===== src/rtl/core/assert_macros.svh =====
// assertion helpers shared by the rtl files
`ifndef ASSERT_MACROS_SVH
`define ASSERT_MACROS_SVH
`ifndef SYNTHESIS
// property checked on every rising clock edge outside reset
`define H2A_ASSERT(lbl, clk, rstn, prop, msg) \
    lbl: assert property (@(posedge clk) disable iff (!rstn) prop) else $error(msg);
// condition that must never be seen outside reset
`define H2A_NEVER(lbl, clk, rstn, expr, msg) \
    lbl: assert property (@(posedge clk) disable iff (!rstn) !(expr)) else $error(msg);
`else
`define H2A_ASSERT(lbl, clk, rstn, prop, msg)
`define H2A_NEVER(lbl, clk, rstn, expr, msg)
`endif
`endif


===== src/rtl/core/h2a_pkg.sv =====
package h2a_pkg;

    localparam longint unsigned P_MAX_BUFFER_BYTES = 64'd65536;

    localparam logic [15:0] SHORT_LIMIT = 16'd4;
    localparam logic [15:0] HOLD_MIN_LEN = 16'd22;
    localparam logic [15:0] POS_LEN_SIZE = 16'd21;
    localparam logic [15:0] POS_NUM_ARRAYS = 16'd22;

    localparam logic [1:0] KIND_DATA = 2'd0;
    localparam logic [1:0] KIND_SHORT = 2'd1;
    localparam logic [1:0] KIND_OVERRUN = 2'd2;

    localparam int MAX_RESULTS = 4;

    typedef enum logic [3:0] {
        PH_FIRST = 4'd0,
        PH_HOLD = 4'd1,
        PH_PASS = 4'd2,
        PH_HDR = 4'd3,
        PH_ATYPE = 4'd4,
        PH_CNT_HI = 4'd5,
        PH_CNT_LO = 4'd6,
        PH_SZ_HI = 4'd7,
        PH_SZ_LO = 4'd8,
        PH_DATA = 4'd9,
        PH_DONE = 4'd10
    } t_phase;

    typedef struct packed {
        logic [7:0] out_byte;
        logic [1:0] kind;
        logic [2:0] nls;
        logic       is_hvcc;
    } t_result;

    typedef struct packed {
        logic [2:0]                      cnt;
        t_result [MAX_RESULTS-1:0]       res;
    } t_step;

    function automatic t_result mk_res(input logic [7:0] b, input logic [1:0] kind,
                                       input logic [2:0] nls, input logic hv);
        t_result r;
        r.out_byte = b;
        r.kind = kind;
        r.nls = nls;
        r.is_hvcc = hv;
        return r;
    endfunction

endpackage


===== src/rtl/core/h2a_parser.sv =====
`include "assert_macros.svh"

module h2a_parser import h2a_pkg::*; #(
    parameter logic [15:0] POS_LIMIT = 16'hFFFF
) (
    input  logic        i_clk,
    input  logic        i_rst_n,
    input  logic        i_step,
    input  logic [7:0]  i_byte,
    input  logic [15:0] i_len,
    input  logic        i_eob,
    output t_step       o_step
);

    t_phase      r_phase, n_phase;
    logic [15:0] r_pos, n_pos;
    logic [7:0]  r_held0, n_held0;
    logic [7:0]  r_held1, n_held1;
    logic [7:0]  r_arrays, n_arrays;
    logic [15:0] r_nals, n_nals;
    logic [15:0] r_nal_left, n_nal_left;
    logic [7:0]  r_hi, n_hi;
    logic [2:0]  r_len_size, n_len_size;
    logic        r_err, n_err;

    always_comb begin
        logic [15:0] nsize;
        logic [16:0] next_pos;
        logic [16:0] rem;
        logic [7:0]  arr_dec;
        logic [15:0] nal_dec;
        logic [15:0] left_dec;
        t_step       st;

        n_phase = r_phase;
        n_pos = r_pos;
        n_held0 = r_held0;
        n_held1 = r_held1;
        n_arrays = r_arrays;
        n_nals = r_nals;
        n_nal_left = r_nal_left;
        n_hi = r_hi;
        n_len_size = r_len_size;
        n_err = r_err;
        st = '0;

        nsize = {r_hi, i_byte};
        next_pos = {1'b0, r_pos} + 17'd1;
        rem = ({1'b0, i_len} > next_pos) ? ({1'b0, i_len} - next_pos) : 17'd0;
        arr_dec = r_arrays - 8'd1;
        nal_dec = r_nals - 16'd1;
        left_dec = r_nal_left - 16'd1;

        if (!r_err && r_phase != PH_DONE) begin
            if (r_phase == PH_FIRST && i_len < SHORT_LIMIT) begin
                st.res[0] = mk_res(8'd0, KIND_SHORT, r_len_size, 1'b0);
                st.cnt = 3'd1;
                n_err = 1'b1;
            end else if (r_pos < i_len) begin
                case (r_phase)
                    PH_FIRST: begin
                        if (i_len <= HOLD_MIN_LEN) begin
                            n_phase = PH_PASS;
                            st.res[0] = mk_res(i_byte, KIND_DATA, r_len_size, 1'b0);
                            st.cnt = 3'd1;
                        end else begin
                            n_held0 = i_byte;
                            n_phase = PH_HOLD;
                        end
                    end
                    PH_HOLD: begin
                        if (r_pos == 16'd1) begin
                            n_held1 = i_byte;
                        end else if (r_held0 != 8'd0 || r_held1 != 8'd0 || i_byte > 8'd1) begin
                            n_phase = PH_HDR;
                        end else begin
                            // annex b prefix already: release the held bytes
                            st.res[0] = mk_res(r_held0, KIND_DATA, r_len_size, 1'b0);
                            st.res[1] = mk_res(r_held1, KIND_DATA, r_len_size, 1'b0);
                            st.res[2] = mk_res(i_byte, KIND_DATA, r_len_size, 1'b0);
                            st.cnt = 3'd3;
                            n_phase = PH_PASS;
                        end
                    end
                    PH_PASS: begin
                        st.res[0] = mk_res(i_byte, KIND_DATA, r_len_size, 1'b0);
                        st.cnt = 3'd1;
                    end
                    PH_HDR: begin
                        if (r_pos == POS_LEN_SIZE) begin
                            n_len_size = {1'b0, i_byte[1:0]} + 3'd1;
                        end else if (r_pos == POS_NUM_ARRAYS) begin
                            n_arrays = i_byte;
                            n_phase = (i_byte != 8'd0) ? PH_ATYPE : PH_DONE;
                        end
                    end
                    PH_ATYPE: begin
                        n_phase = PH_CNT_HI;
                    end
                    PH_CNT_HI: begin
                        n_hi = i_byte;
                        n_phase = PH_CNT_LO;
                    end
                    PH_CNT_LO: begin
                        n_nals = nsize;
                        if (nsize != 16'd0) begin
                            n_phase = PH_SZ_HI;
                        end else begin
                            n_arrays = arr_dec;
                            n_phase = (arr_dec != 8'd0) ? PH_ATYPE : PH_DONE;
                        end
                    end
                    PH_SZ_HI: begin
                        n_hi = i_byte;
                        n_phase = PH_SZ_LO;
                    end
                    PH_SZ_LO: begin
                        if ({1'b0, nsize} > rem) begin
                            st.res[0] = mk_res(8'd0, KIND_OVERRUN, r_len_size, 1'b1);
                            st.cnt = 3'd1;
                            n_err = 1'b1;
                        end else begin
                            // start code 00 00 00 01
                            st.res[0] = mk_res(8'd0, KIND_DATA, r_len_size, 1'b1);
                            st.res[1] = mk_res(8'd0, KIND_DATA, r_len_size, 1'b1);
                            st.res[2] = mk_res(8'd0, KIND_DATA, r_len_size, 1'b1);
                            st.res[3] = mk_res(8'd1, KIND_DATA, r_len_size, 1'b1);
                            st.cnt = 3'd4;
                            if (nsize != 16'd0) begin
                                n_nal_left = nsize;
                                n_phase = PH_DATA;
                            end else begin
                                n_nals = nal_dec;
                                if (nal_dec != 16'd0) begin
                                    n_phase = PH_SZ_HI;
                                end else begin
                                    n_arrays = arr_dec;
                                    n_phase = (arr_dec != 8'd0) ? PH_ATYPE : PH_DONE;
                                end
                            end
                        end
                    end
                    PH_DATA: begin
                        st.res[0] = mk_res(i_byte, KIND_DATA, r_len_size, 1'b1);
                        st.cnt = 3'd1;
                        n_nal_left = left_dec;
                        if (left_dec == 16'd0) begin
                            n_nals = nal_dec;
                            if (nal_dec != 16'd0) begin
                                n_phase = PH_SZ_HI;
                            end else begin
                                n_arrays = arr_dec;
                                n_phase = (arr_dec != 8'd0) ? PH_ATYPE : PH_DONE;
                            end
                        end
                    end
                    default: begin
                    end
                endcase
            end
        end

        if (r_pos < POS_LIMIT) begin
            n_pos = r_pos + 16'd1;
        end

        if (i_eob) begin
            // buffer ended while still deciding the format
            if (!n_err && n_phase == PH_HOLD) begin
                st.res[0] = mk_res(n_held0, KIND_DATA, r_len_size, 1'b0);
                st.cnt = 3'd1;
                if (r_pos >= 16'd1) begin
                    st.res[1] = mk_res(n_held1, KIND_DATA, r_len_size, 1'b0);
                    st.cnt = 3'd2;
                end
            end
            n_pos = '0;
            n_phase = PH_FIRST;
            n_held0 = '0;
            n_held1 = '0;
            n_arrays = '0;
            n_nals = '0;
            n_nal_left = '0;
            n_hi = '0;
            n_err = 1'b0;
        end

        o_step = st;
    end

    always_ff @(posedge i_clk) begin
        if (!i_rst_n) begin
            r_phase <= PH_FIRST;
            r_pos <= '0;
            r_held0 <= '0;
            r_held1 <= '0;
            r_arrays <= '0;
            r_nals <= '0;
            r_nal_left <= '0;
            r_hi <= '0;
            r_len_size <= 3'd1;
            r_err <= 1'b0;
        end else if (i_step) begin
            r_phase <= n_phase;
            r_pos <= n_pos;
            r_held0 <= n_held0;
            r_held1 <= n_held1;
            r_arrays <= n_arrays;
            r_nals <= n_nals;
            r_nal_left <= n_nal_left;
            r_hi <= n_hi;
            r_len_size <= n_len_size;
            r_err <= n_err;
        end
    end

    `H2A_NEVER(a_len_size_range, i_clk, i_rst_n, (r_len_size == 3'd0 || r_len_size > 3'd4), "length size out of range")
    `H2A_ASSERT(a_data_has_bytes, i_clk, i_rst_n, (r_phase == PH_DATA) |-> (r_nal_left != 16'd0), "payload phase with no bytes left")
    `H2A_ASSERT(a_err_phase, i_clk, i_rst_n, r_err |-> (r_phase == PH_FIRST || r_phase == PH_SZ_LO), "error latched in unexpected phase")

endmodule


===== src/rtl/core/hvcc_to_annexb_converter.sv =====
// hvcc to annex b converter
// input channel: one extradata byte per word (i_in_byte) with the buffer's
// total length (i_buffer_length) and an end flag on its final byte
// (i_end_of_buffer); handshake i_in_valid / o_in_ready
// output channel: one result per word (o_out_byte, o_result_kind,
// o_nal_length_size, o_is_hvcc, o_run_last); handshake o_out_valid /
// i_out_ready; o_run_last marks the final result of one input byte
// each byte passes through the input register, then the result queue,
// before its first result is offered
// throughput: one input byte per cycle while each byte gives at most one
// result and the receiver is ready; a byte giving more, such as the four
// results of a start code, holds the next byte until its last result leaves
// when the receiver stalls the queue holds its words, the input register
// fills and o_in_ready drops; nothing is lost or repeated
// reset (synchronous, active low) empties both registers and clears the
// parse state; the captured nal length size returns to one and, unlike the
// rest of the parse state, survives the end of a buffer
`include "assert_macros.svh"

module hvcc_to_annexb_converter import h2a_pkg::*; #(
    parameter longint unsigned MAX_BUFFER_BYTES = P_MAX_BUFFER_BYTES
) (
    input  logic        i_clk,
    input  logic        i_rst_n,
    input  logic        i_in_valid,
    output logic        o_in_ready,
    input  logic [7:0]  i_in_byte,
    input  logic [15:0] i_buffer_length,
    input  logic        i_end_of_buffer,
    output logic        o_out_valid,
    input  logic        i_out_ready,
    output logic [7:0]  o_out_byte,
    output logic [1:0]  o_result_kind,
    output logic [2:0]  o_nal_length_size,
    output logic        o_is_hvcc,
    output logic        o_run_last
);

    // byte position saturates at the smaller of 0xffff and one below the buffer limit
    localparam longint unsigned LIM_WIDE =
        ((MAX_BUFFER_BYTES - 64'd1) < 64'hFFFF) ? (MAX_BUFFER_BYTES - 64'd1) : 64'hFFFF;
    localparam logic [15:0] POS_LIMIT = LIM_WIDE[15:0];

    // input register
    logic        r_in_valid;
    logic [7:0]  r_in_byte;
    logic [15:0] r_in_len;
    logic        r_in_eob;

    // result queue: up to four words from one byte, drained in order
    t_result [MAX_RESULTS-1:0] r_res;
    logic [2:0]                r_q_cnt;
    logic [1:0]                r_q_rd;

    t_step step;
    logic  q_pop;
    logic  q_free;
    logic  fire;

    assign q_pop = o_out_valid && i_out_ready;
    // queue can take a new batch when empty or when its last word leaves now
    assign q_free = (r_q_cnt == 3'd0) || (r_q_cnt == 3'd1 && q_pop);
    assign fire = r_in_valid && q_free;
    assign o_in_ready = !r_in_valid || fire;

    h2a_parser #(
        .POS_LIMIT (POS_LIMIT)
    ) u_parser (
        .i_clk   (i_clk),
        .i_rst_n (i_rst_n),
        .i_step  (fire),
        .i_byte  (r_in_byte),
        .i_len   (r_in_len),
        .i_eob   (r_in_eob),
        .o_step  (step)
    );

    always_ff @(posedge i_clk) begin
        if (!i_rst_n) begin
            r_in_valid <= 1'b0;
        end else if (i_in_valid && o_in_ready) begin
            r_in_valid <= 1'b1;
        end else if (fire) begin
            r_in_valid <= 1'b0;
        end
    end

    always_ff @(posedge i_clk) begin
        if (i_in_valid && o_in_ready) begin
            r_in_byte <= i_in_byte;
            r_in_len <= i_buffer_length;
            r_in_eob <= i_end_of_buffer;
        end
    end

    always_ff @(posedge i_clk) begin
        if (!i_rst_n) begin
            r_q_cnt <= '0;
            r_q_rd <= '0;
        end else if (fire) begin
            r_q_cnt <= step.cnt;
            r_q_rd <= '0;
        end else if (q_pop) begin
            r_q_cnt <= r_q_cnt - 3'd1;
            r_q_rd <= r_q_rd + 2'd1;
        end
    end

    always_ff @(posedge i_clk) begin
        if (fire) begin
            r_res <= step.res;
        end
    end

    assign o_out_valid = (r_q_cnt != 3'd0);
    assign o_out_byte = r_res[r_q_rd].out_byte;
    assign o_result_kind = r_res[r_q_rd].kind;
    assign o_nal_length_size = r_res[r_q_rd].nls;
    assign o_is_hvcc = r_res[r_q_rd].is_hvcc;
    assign o_run_last = (r_q_cnt == 3'd1);

    `H2A_NEVER(a_q_cnt_max, i_clk, i_rst_n, (r_q_cnt > 3'd4), "result queue overfilled")
    `H2A_ASSERT(a_fire_when_free, i_clk, i_rst_n, fire |-> (r_q_cnt <= 3'd1), "new batch over pending words")
    `H2A_ASSERT(a_err_is_last, i_clk, i_rst_n, (o_out_valid && o_result_kind != KIND_DATA) |-> o_run_last, "error result not alone")
    `H2A_ASSERT(a_batch_shows, i_clk, i_rst_n, (fire && step.cnt != 3'd0) |=> o_out_valid, "loaded batch not offered")

endmodule


===== config.mk =====
export PLATFORM = sky130hd
export DESIGN_NAME = hvcc_to_annexb_converter
export DESIGN_NICKNAME = d
export VERILOG_FILES = /design/src/rtl/core/h2a_pkg.sv /design/src/rtl/core/h2a_parser.sv /design/src/rtl/core/hvcc_to_annexb_converter.sv
export VERILOG_INCLUDE_DIRS = /design/src /design/src/rtl/core
export SDC_FILE = /design/constraint.sdc
export NUM_CORES = 1
export LEC_CHECK = 0
export BUFFER_PORTS_ARGS = -buffer_cell sky130_fd_sc_hd__buf_2
export CORE_MARGIN = 8
export CORE_UTILIZATION = 26
export CTS_CLUSTER_DIAMETER = 50
export CTS_CLUSTER_SIZE = 30
export DETAILED_ROUTE_END_ITERATION = 8
export HOLD_SLACK_MARGIN = 0.12
export PLACE_DENSITY = 0.41
export SLEW_MARGIN = 20
export SYNTH_ARGS = -nofsm -noshare
export SYNTH_HDL_FRONTEND = slang
export SYNTH_SLANG_ARGS = --single-unit

===== constraint.sdc =====
create_clock -name i_clk -period 9.2 [get_ports i_clk]
set_input_delay 1.38 -clock i_clk [delete_from_list [all_inputs] [get_ports i_clk]]
set_output_delay 1.38 -clock i_clk [all_outputs]
set_load 0.01 [all_outputs]

==> results of run 1 <==
## cell usage in the layout (no fill, tap or decap), drive strengths merged, types with 7 or more instances in the layout
| cell | instances |
|---|---|
| a21o | 13 |
| nand3b | 8 |
| ha | 64 |
| a21oi | 92 |
| inv | 51 |
| a22oi | 19 |
| nor2 | 121 |
| o21ai | 79 |
| o2111ai | 17 |
| nor3 | 37 |
| nor4 | 33 |
| nand2 | 131 |
| and3 | 19 |
| nor2b | 11 |
| nand3 | 44 |
| or4 | 7 |
| a22o | 9 |
| or3 | 13 |
| clkbuf | 17 |
| nand2b | 13 |
| buf | 68 |
| xor2 | 23 |
| edfxtp | 67 |
| o21a | 12 |
| nand4 | 27 |
| dfxtp | 94 |
| a31oi | 9 |
| o211ai | 14 |
| and2 | 9 |
| xnor2 | 28 |
| o31ai | 11 |
| a211oi | 7 |
| nor3b | 10 |
| mux2i | 24 |
## sequential cells by signal, summed over array words and instances (netlist names), 4 cells and up
signal / cells
r_res: 42
r_in_len: 16
u_parser.r_nal_left: 16
u_parser.r_nals: 16
u_parser.r_pos: 16
r_in_byte: 8
u_parser.r_arrays: 8
u_parser.r_held0: 8
u_parser.r_held1: 8
u_parser.r_hi: 8
u_parser.r_phase: 4
## report_power, final
| group | internal, mW | switching (mW) |
|---|---|---|
| clock | 0.391 | 0.361 |
| sequential | 0.844 | 0.0702 |
| combinational | 0.270 | 0.466 |
| total | 1.51 | 0.897 |
## cell type report
class,instances,share of cell area
Timing Repair Buffer,68,0.0327
Clock inverter,15,0.0149
Clock buffer,17,0.0350
Multi-Input combinational cell,993,0.529
Sequential cell,161,0.320
Tap cell,532,0.0548
Inverter,42,0.0130
## worst max path at each step
stage                                endpoint  cells past startpoint
after floorplan           r_res[10]$_DFFE_PP_                     28
after global placement    r_res[11]$_DFFE_PP_                     25
after detailed placement  r_res[10]$_DFFE_PP_                     25
after CTS                 r_res[16]$_DFFE_PP_                     25
after global routing       r_res[6]$_DFFE_PP_                     24
final                     r_res[16]$_DFFE_PP_                     25
## logic make-up after synthesis
kind of cell	count (synthesis)	synth area share
AO/OA/AOI/OAI	341	0.209
adder cells (fa/ha/maj)	65	0.0762
XOR/XNOR	51	0.0415
AND/OR/NAND/NOR	501	0.233
buffers and inverters	123	0.0453
multiplexers	29	0.0328
other	1	0.000348
flip-flops	161	0.362
## worst max-delay path, stage by stage (launching register included)
cell and delay (ps):
dfxtp_1 430, ha_1 270, and3_1 190, nand2_1 120
nor2_1 190, nand3_1 210, nor3_1 280, xnor2_1 120
ha_1 390, nand4_1 190, or2_2 330, o221ai_1 190
nor2_1 90, a21boi_2 540, nand2_1 120, ha_1 340
a21oi_1 140, o21ai_0 100, a2111oi_0 420, o22ai_1 240
o32ai_1 660, o32ai_1 200, a41o_1 240, or3_4 480
nor3_1 420, o21a_1 230
## cells in the mapped netlist, types with 8 or more instances
cell type  number
nand2b_1       13
nor4_1         32
o21ai_0        74
xor2_1         23
clkbuf_1       65
a22o_1          9
edfxtp_1       67
dfxtp_1        94
nand2_1       130
inv_1          42
ha_1           64
o2111ai_1      17
nand4_1        27
nor3_1         35
a21oi_1        91
nor3b_1        10
a22oi_1        19
a31oi_1         9
nor2b_1        11
xnor2_1        28
mux2i_1        24
a21o_1         13
o31ai_1        10
nor2_1        121
nand3b_1        8
o211ai_1       14
or3_1          12
nand3_1        43
o21a_1         12
and3_1         19
and2_1          9
## per-layer routing
layer	up-vias	wire (microns)
met1	4666	17100
li1	4734	-
met4	0	589
met2	222	16400
met3	41	1540
met5	-	0
## per-stage QoR
step                std cells  hold WS, ps  setup WS (ps)
finish                   1828          470           1920
global route             1828          504           1210
CTS                      1828          469           1580
detailed placement       1796          459           1620
global placement         1796          455           1840
floorplan                1277          444           3030
==> results.py, run 1 <==
metrics = {
    "status": {
        "status": "finished clean",
    },
    "global_routing": {
        "grt_max_degree": 68,
        "use_met3": 0.0284,
        "grt_usage": 0.149,
        "gr-usage-met2": 0.243,
        "antenna_found_initial": 0,
        "busiest_layer": "met2",
        "met1_usage": 0.200,
        "grt_pass1_vias": 9517,
        "gr-total-overflow": 0,
        "grt_pass1_wl_microns": 55800,
    },
    "detailed_routing": {
        "drc": 0,
        "vias_per_cell": 5.29,
        "wl_microns": 35600,
        "ant_nets": 0,
        "first_pass_iters": 5,
        "avgRoutedWirePerCell_microns": 19.5,
        "first_iter_violations": 578,
        "routed-via-count": 9663,
    },
    "sta": {
        "setup_viol_count_final": 0,
        "period_share": 0.791,
        "tns_ps": 0,
        "slew_headroom": 0.348,
        "drv_slew": 0,
        "tightestPinTransition_ps": 977,
        "hold_viol": 0,
        "min_period_ps": 7280,
        "max_freq_mhz": 137,
        "rsz0062_at_grt": "false",
        "clock_skew_ps": 9.91,
    },
    "floorplan": {
        "rows": 74,
        "floorplan.initialDensity": 0.264,
        "coreArea_sq_um": 40800,
        "floorplan.die_area_sq_um": 48200,
        "io_pins": 46,
        "die_h_microns": 220,
        "fp.dieW_microns": 220,
    },
    "synthesis": {
        "synth_top_area_frac": 0.187,
        "syn-cell-area_sq_um": 10800,
        "avgSynthCellArea_sq_um": 8.47,
        "ys.flop_type": "dfxtp_1",
        "synth_top_area_cell": "edfxtp_1",
        "ys_seq_elements": 161,
        "postSynthCellCount": 1272,
        "ys_top_cells_by_area": "edfxtp_1, dfxtp_1, ha_1",
        "seq_area_frac_synth": 0.362,
        "ys_warn_count": 0,
        "ys_async_sr_fraction": 0,
        "synth-edff-count": 67,
        "netlist-cell-type-count": 84,
    },
    "setup_path": {
        "crit_path_end_kind": "register",
        "worstRegToRegCells": 25,
        "reg2reg_setup_slack_ps": 1920,
        "cp_max_fo": 16,
        "cp.arrival_ps": 7600,
        "startpoint": "u_parser.r_pos[1]$_SDFFE_PN0P_",
        "timing.rr.start": "u_parser.r_pos[1]$_SDFFE_PN0P_",
        "r2r_end": "r_res[16]$_DFFE_PP_",
        "worstPathRequired_ps": 9520,
        "worstSetupStartpointType": "register",
        "path_class": "reg2reg",
    },
    "pwr": {
        "power-per-cell-area_nw_per_um2": 198,
        "power_mw": 2.40,
        "vdd_drop_max_uv": 120,
        "p_leak_nw": 4.58,
    },
    "finish": {
        "syn_to_final_growth_pct": 12.8,
        "nets": 1377,
        "final_util": 0.298,
        "fin_area_sq_um": 12100,
        "multiInputGateArea_sq_um": 6430,
        "seq_area_sq_um": 3890,
        "num_antenna_cells": 0,
        "drive_gt1_frac": 0.0965,
        "nFillCells": 4352,
    },
    "clocking": {
        "cts.clk_slew.worst_paths_ps": 80,
        "holdBufCountCts": 0,
        "post-cts-setup-buffers": 0,
        "clock-root-buffer": "clkbuf_16",
        "cts_inserted_buffers": 17,
        "clockBufferDepth": 2,
        "numClockSinks": 161,
        "worstSkewPairLatency_ps": 460,
        "h-tree-depth": 4,
        "cts_resized": 0,
        "tritoncts": "done",
    },
    "placement": {
        "placed_area_sq_um": 11500,
        "gp_congestion": 0.854,
        "place_hpwl_microns": 25300,
        "port_buffers": 45,
    },
    "job": {
        "drv_cap": 0,
    },
    "min_path": {
        "hold_path_depth": 2,
        "hold_class": "reg2reg",
        "min_from": "u_parser.r_nal_left[15]$_SDFFE_PN0P_",
        "hold_end": "u_parser.r_nal_left[15]$_SDFFE_PN0P_",
    },
}
(Power assumes the default switching activity.)
==> run 2, diff against run 1 <==
clock period = 7.3 ns   (was 9.2 ns; I/O delays follow)
==> run 2 against run 1 <==
Combinational power up 28%. Routed wire length is essentially flat. Final cell count up 0.27%. Register-to-register slack got worse by 1200 ps. Clock skew is 7.2 ps higher. Cell area rose by 0.45%. Critical endpoint is now r_res[17]$_DFFE_PP_. Largest cell class unchanged.
==> results.py, run 2 (synthesis results as in run 1) <==
metrics = {
    "setup_path": {
        "reg2reg_setup_slack_ps": 690,
        "crit_cells": 27,
        "crit_path_end_kind": "register",
        "slowest_stage": "or3_4",
        "slowest_delay_ps": 480,
        "worstPathRequired_ps": 7640,
        "path_class": "reg2reg",
        "worstSetupStartpointType": "register",
        "r2r_end": "r_res[17]$_DFFE_PP_",
        "timing.rr.start": "u_parser.r_pos[1]$_SDFFE_PN0P_",
        "cp.arrival_ps": 6950,
        "critPathTopFamily": "simple AND/OR/NAND/NOR gates",
        "path_buf_inv": 2,
        "cp_max_fo": 16,
        "worstRegToRegCells": 27,
    },
    "finish": {
        "syn_to_final_growth_pct": 13.3,
        "drive_gt1_frac": 0.101,
        "final_common_cell": "nand2_1",
        "nets": 1382,
        "largest_reg_flops": 42,
        "num_antenna_cells": 0,
        "mostFrequentLayoutCells": "nand2_1, nor2_1, dfxtp_1",
        "regMostFlops": "r_res",
    },
    "floorplan": {
        "io_pins": 46,
        "coreArea_sq_um": 40800,
        "rows": 74,
        "fp.dieW_microns": 220,
        "floorplan.initialDensity": 0.264,
        "floorplan.die_area_sq_um": 48200,
        "die_h_microns": 220,
    },
    "clocking": {
        "numClockSinks": 161,
        "clockBufferDepth": 2,
        "worstSkewPairLatency_ps": 470,
        "cts.clk_slew.worst_paths_ps": 80,
        "holdBufCountCts": 0,
        "cts_inserted_buffers": 17,
        "tritoncts": "done",
        "clock-root-buffer": "clkbuf_16",
        "h-tree-depth": 4,
    },
    "min_path": {
        "hold_end": "u_parser.r_nal_left[15]$_SDFFE_PN0P_",
        "hold_class": "reg2reg",
        "min_from": "u_parser.r_nal_left[15]$_SDFFE_PN0P_",
        "hold_path_depth": 2,
    },
    "pwr": {
        "seq_power_share": 0.381,
        "clkPwrFrac": 0.308,
        "p_int_mw": 1.88,
        "power_mw": 3.02,
        "pwr-share-comb": 0.311,
        "p_sw_frac": 0.379,
        "switching_power_mw": 1.15,
        "vdd_drop_max_uv": 172,
        "p_leak_nw": 4.61,
        "power-per-cell-area_nw_per_um2": 248,
    },
    "global_routing": {
        "antenna_found_initial": 0,
        "grt_pass1_wl_microns": 55700,
        "grt_usage": 0.149,
        "grt_max_degree": 67,
        "gr-total-overflow": 0,
        "grt_pass1_vias": 9347,
    },
    "placement": {
        "place_hpwl_microns": 25500,
        "gp_congestion": 0.838,
        "port_buffers": 45,
    },
    "detailed_routing": {
        "routed-via-count": 9669,
        "first_iter_violations": 567,
        "wl_microns": 35600,
        "avgRoutedWirePerCell_microns": 19.4,
        "ant_nets": 0,
        "first_pass_iters": 5,
        "vias_per_cell": 5.27,
        "drc": 0,
    },
    "sta": {
        "period_share": 0.905,
        "tightestPinTransition_ps": 967,
        "tns_ps": 0,
        "rsz0062_at_grt": "false",
        "min_period_ps": 6610,
        "holdWs_ps": 470,
        "clock_skew_ps": 17.1,
        "hold_viol": 0,
        "setup_viol_count_final": 0,
        "max_freq_mhz": 151,
        "slew_headroom": 0.355,
        "drv_slew": 0,
    },
    "status": {
        "status": "finished clean",
    },
    "job": {
        "drv_cap": 0,
    },
}
run 2: cell type report:
type | instances | area [sq um]
Fill cell | 4374 | 28600
Multi-Input combinational cell | 993 | 6440
Sequential cell | 161 | 3890
Tap cell | 532 | 666
Timing Repair Buffer | 73 | 435
Clock buffer | 17 | 425
Clock inverter | 15 | 186
Inverter | 42 | 158
run 2: per-layer routing:
layer  vias to the layer above  part of all wire  track usage  wire length [microns]
met4                         0             0.016       0.0449                    585
met1                      4632              0.48        0.200                  16900
met5                         -                 0            0                      0
met2                       224              0.46        0.242                  16500
li1                       4770                 -            -                      -
met3                        43             0.044       0.0276                   1570
run 2: through the flow:
stage | cell area [sq um] | utilization | worst slack, ps | cells
final | 12200 | 0.299 | 691 | 1833
after global routing | 12200 | 0.299 | 95.7 | 1833
after CTS | 12200 | 0.298 | 617 | 1832
after detailed placement | 11600 | 0.283 | 657 | 1800
after global placement | 11600 | 0.283 | 722 | 1800
after floorplan | 10800 | - | 1130 | 1277
run 2: worst register-to-register path: stages (launching register included):
cell       delay [ps]
dfxtp_1           440
ha_1              260
and3_1            200
nand2_1           120
nor2_1            190
nand3_1           220
nor3_1            290
xnor2_1           120
ha_1              400
nand4_1           190
or2_2             330
o221ai_1          200
nor2_1             80
a21boi_1          150
buf_4             210
nand2_1            80
ha_1              290
a211oi_1          210
nor2_1             90
a2111oi_2         380
o22ai_2           190
o32ai_1           290
buf_4             200
o32ai_1            70
a41o_1            230
or3_4             480
nor3_1            400
o21a_1            200
run 2: power groups by stage:
stage | registers (mW) | logic, mW | clock network (mW)
floorplan | 1.12 | 0.670 | 0
global placement | 1.18 | 0.940 | 0
detailed placement | 1.18 | 0.940 | 0
CTS | 1.16 | 0.945 | 0.965
global route | 1.17 | 1.05 | 0.997
finish | 1.15 | 0.941 | 0.931
run 2: worst max-delay path by stage:
stage	startpoint	to	slack, ps
2_1_floorplan	u_parser.r_pos[2]$_SDFFE_PN0P_	r_res[10]$_DFFE_PP_	1130
3_3_place_gp	u_parser.r_pos[1]$_SDFFE_PN0P_	r_res[11]$_DFFE_PP_	720
3_5_place_dp	u_parser.r_pos[1]$_SDFFE_PN0P_	r_res[11]$_DFFE_PP_	660
4_1_cts	u_parser.r_pos[1]$_SDFFE_PN0P_	r_res[11]$_DFFE_PP_	620
5_1_grt	u_parser.r_pos[1]$_SDFFE_PN0P_	r_res[17]$_DFFE_PP_	100
6_report	u_parser.r_pos[1]$_SDFFE_PN0P_	r_res[17]$_DFFE_PP_	690
run 2: timing repair:
item | in CTS | in global routing
setup endpoints to repair | 0 | 24
buffers inserted | 0 | 1
resized for setup | 0 | 6
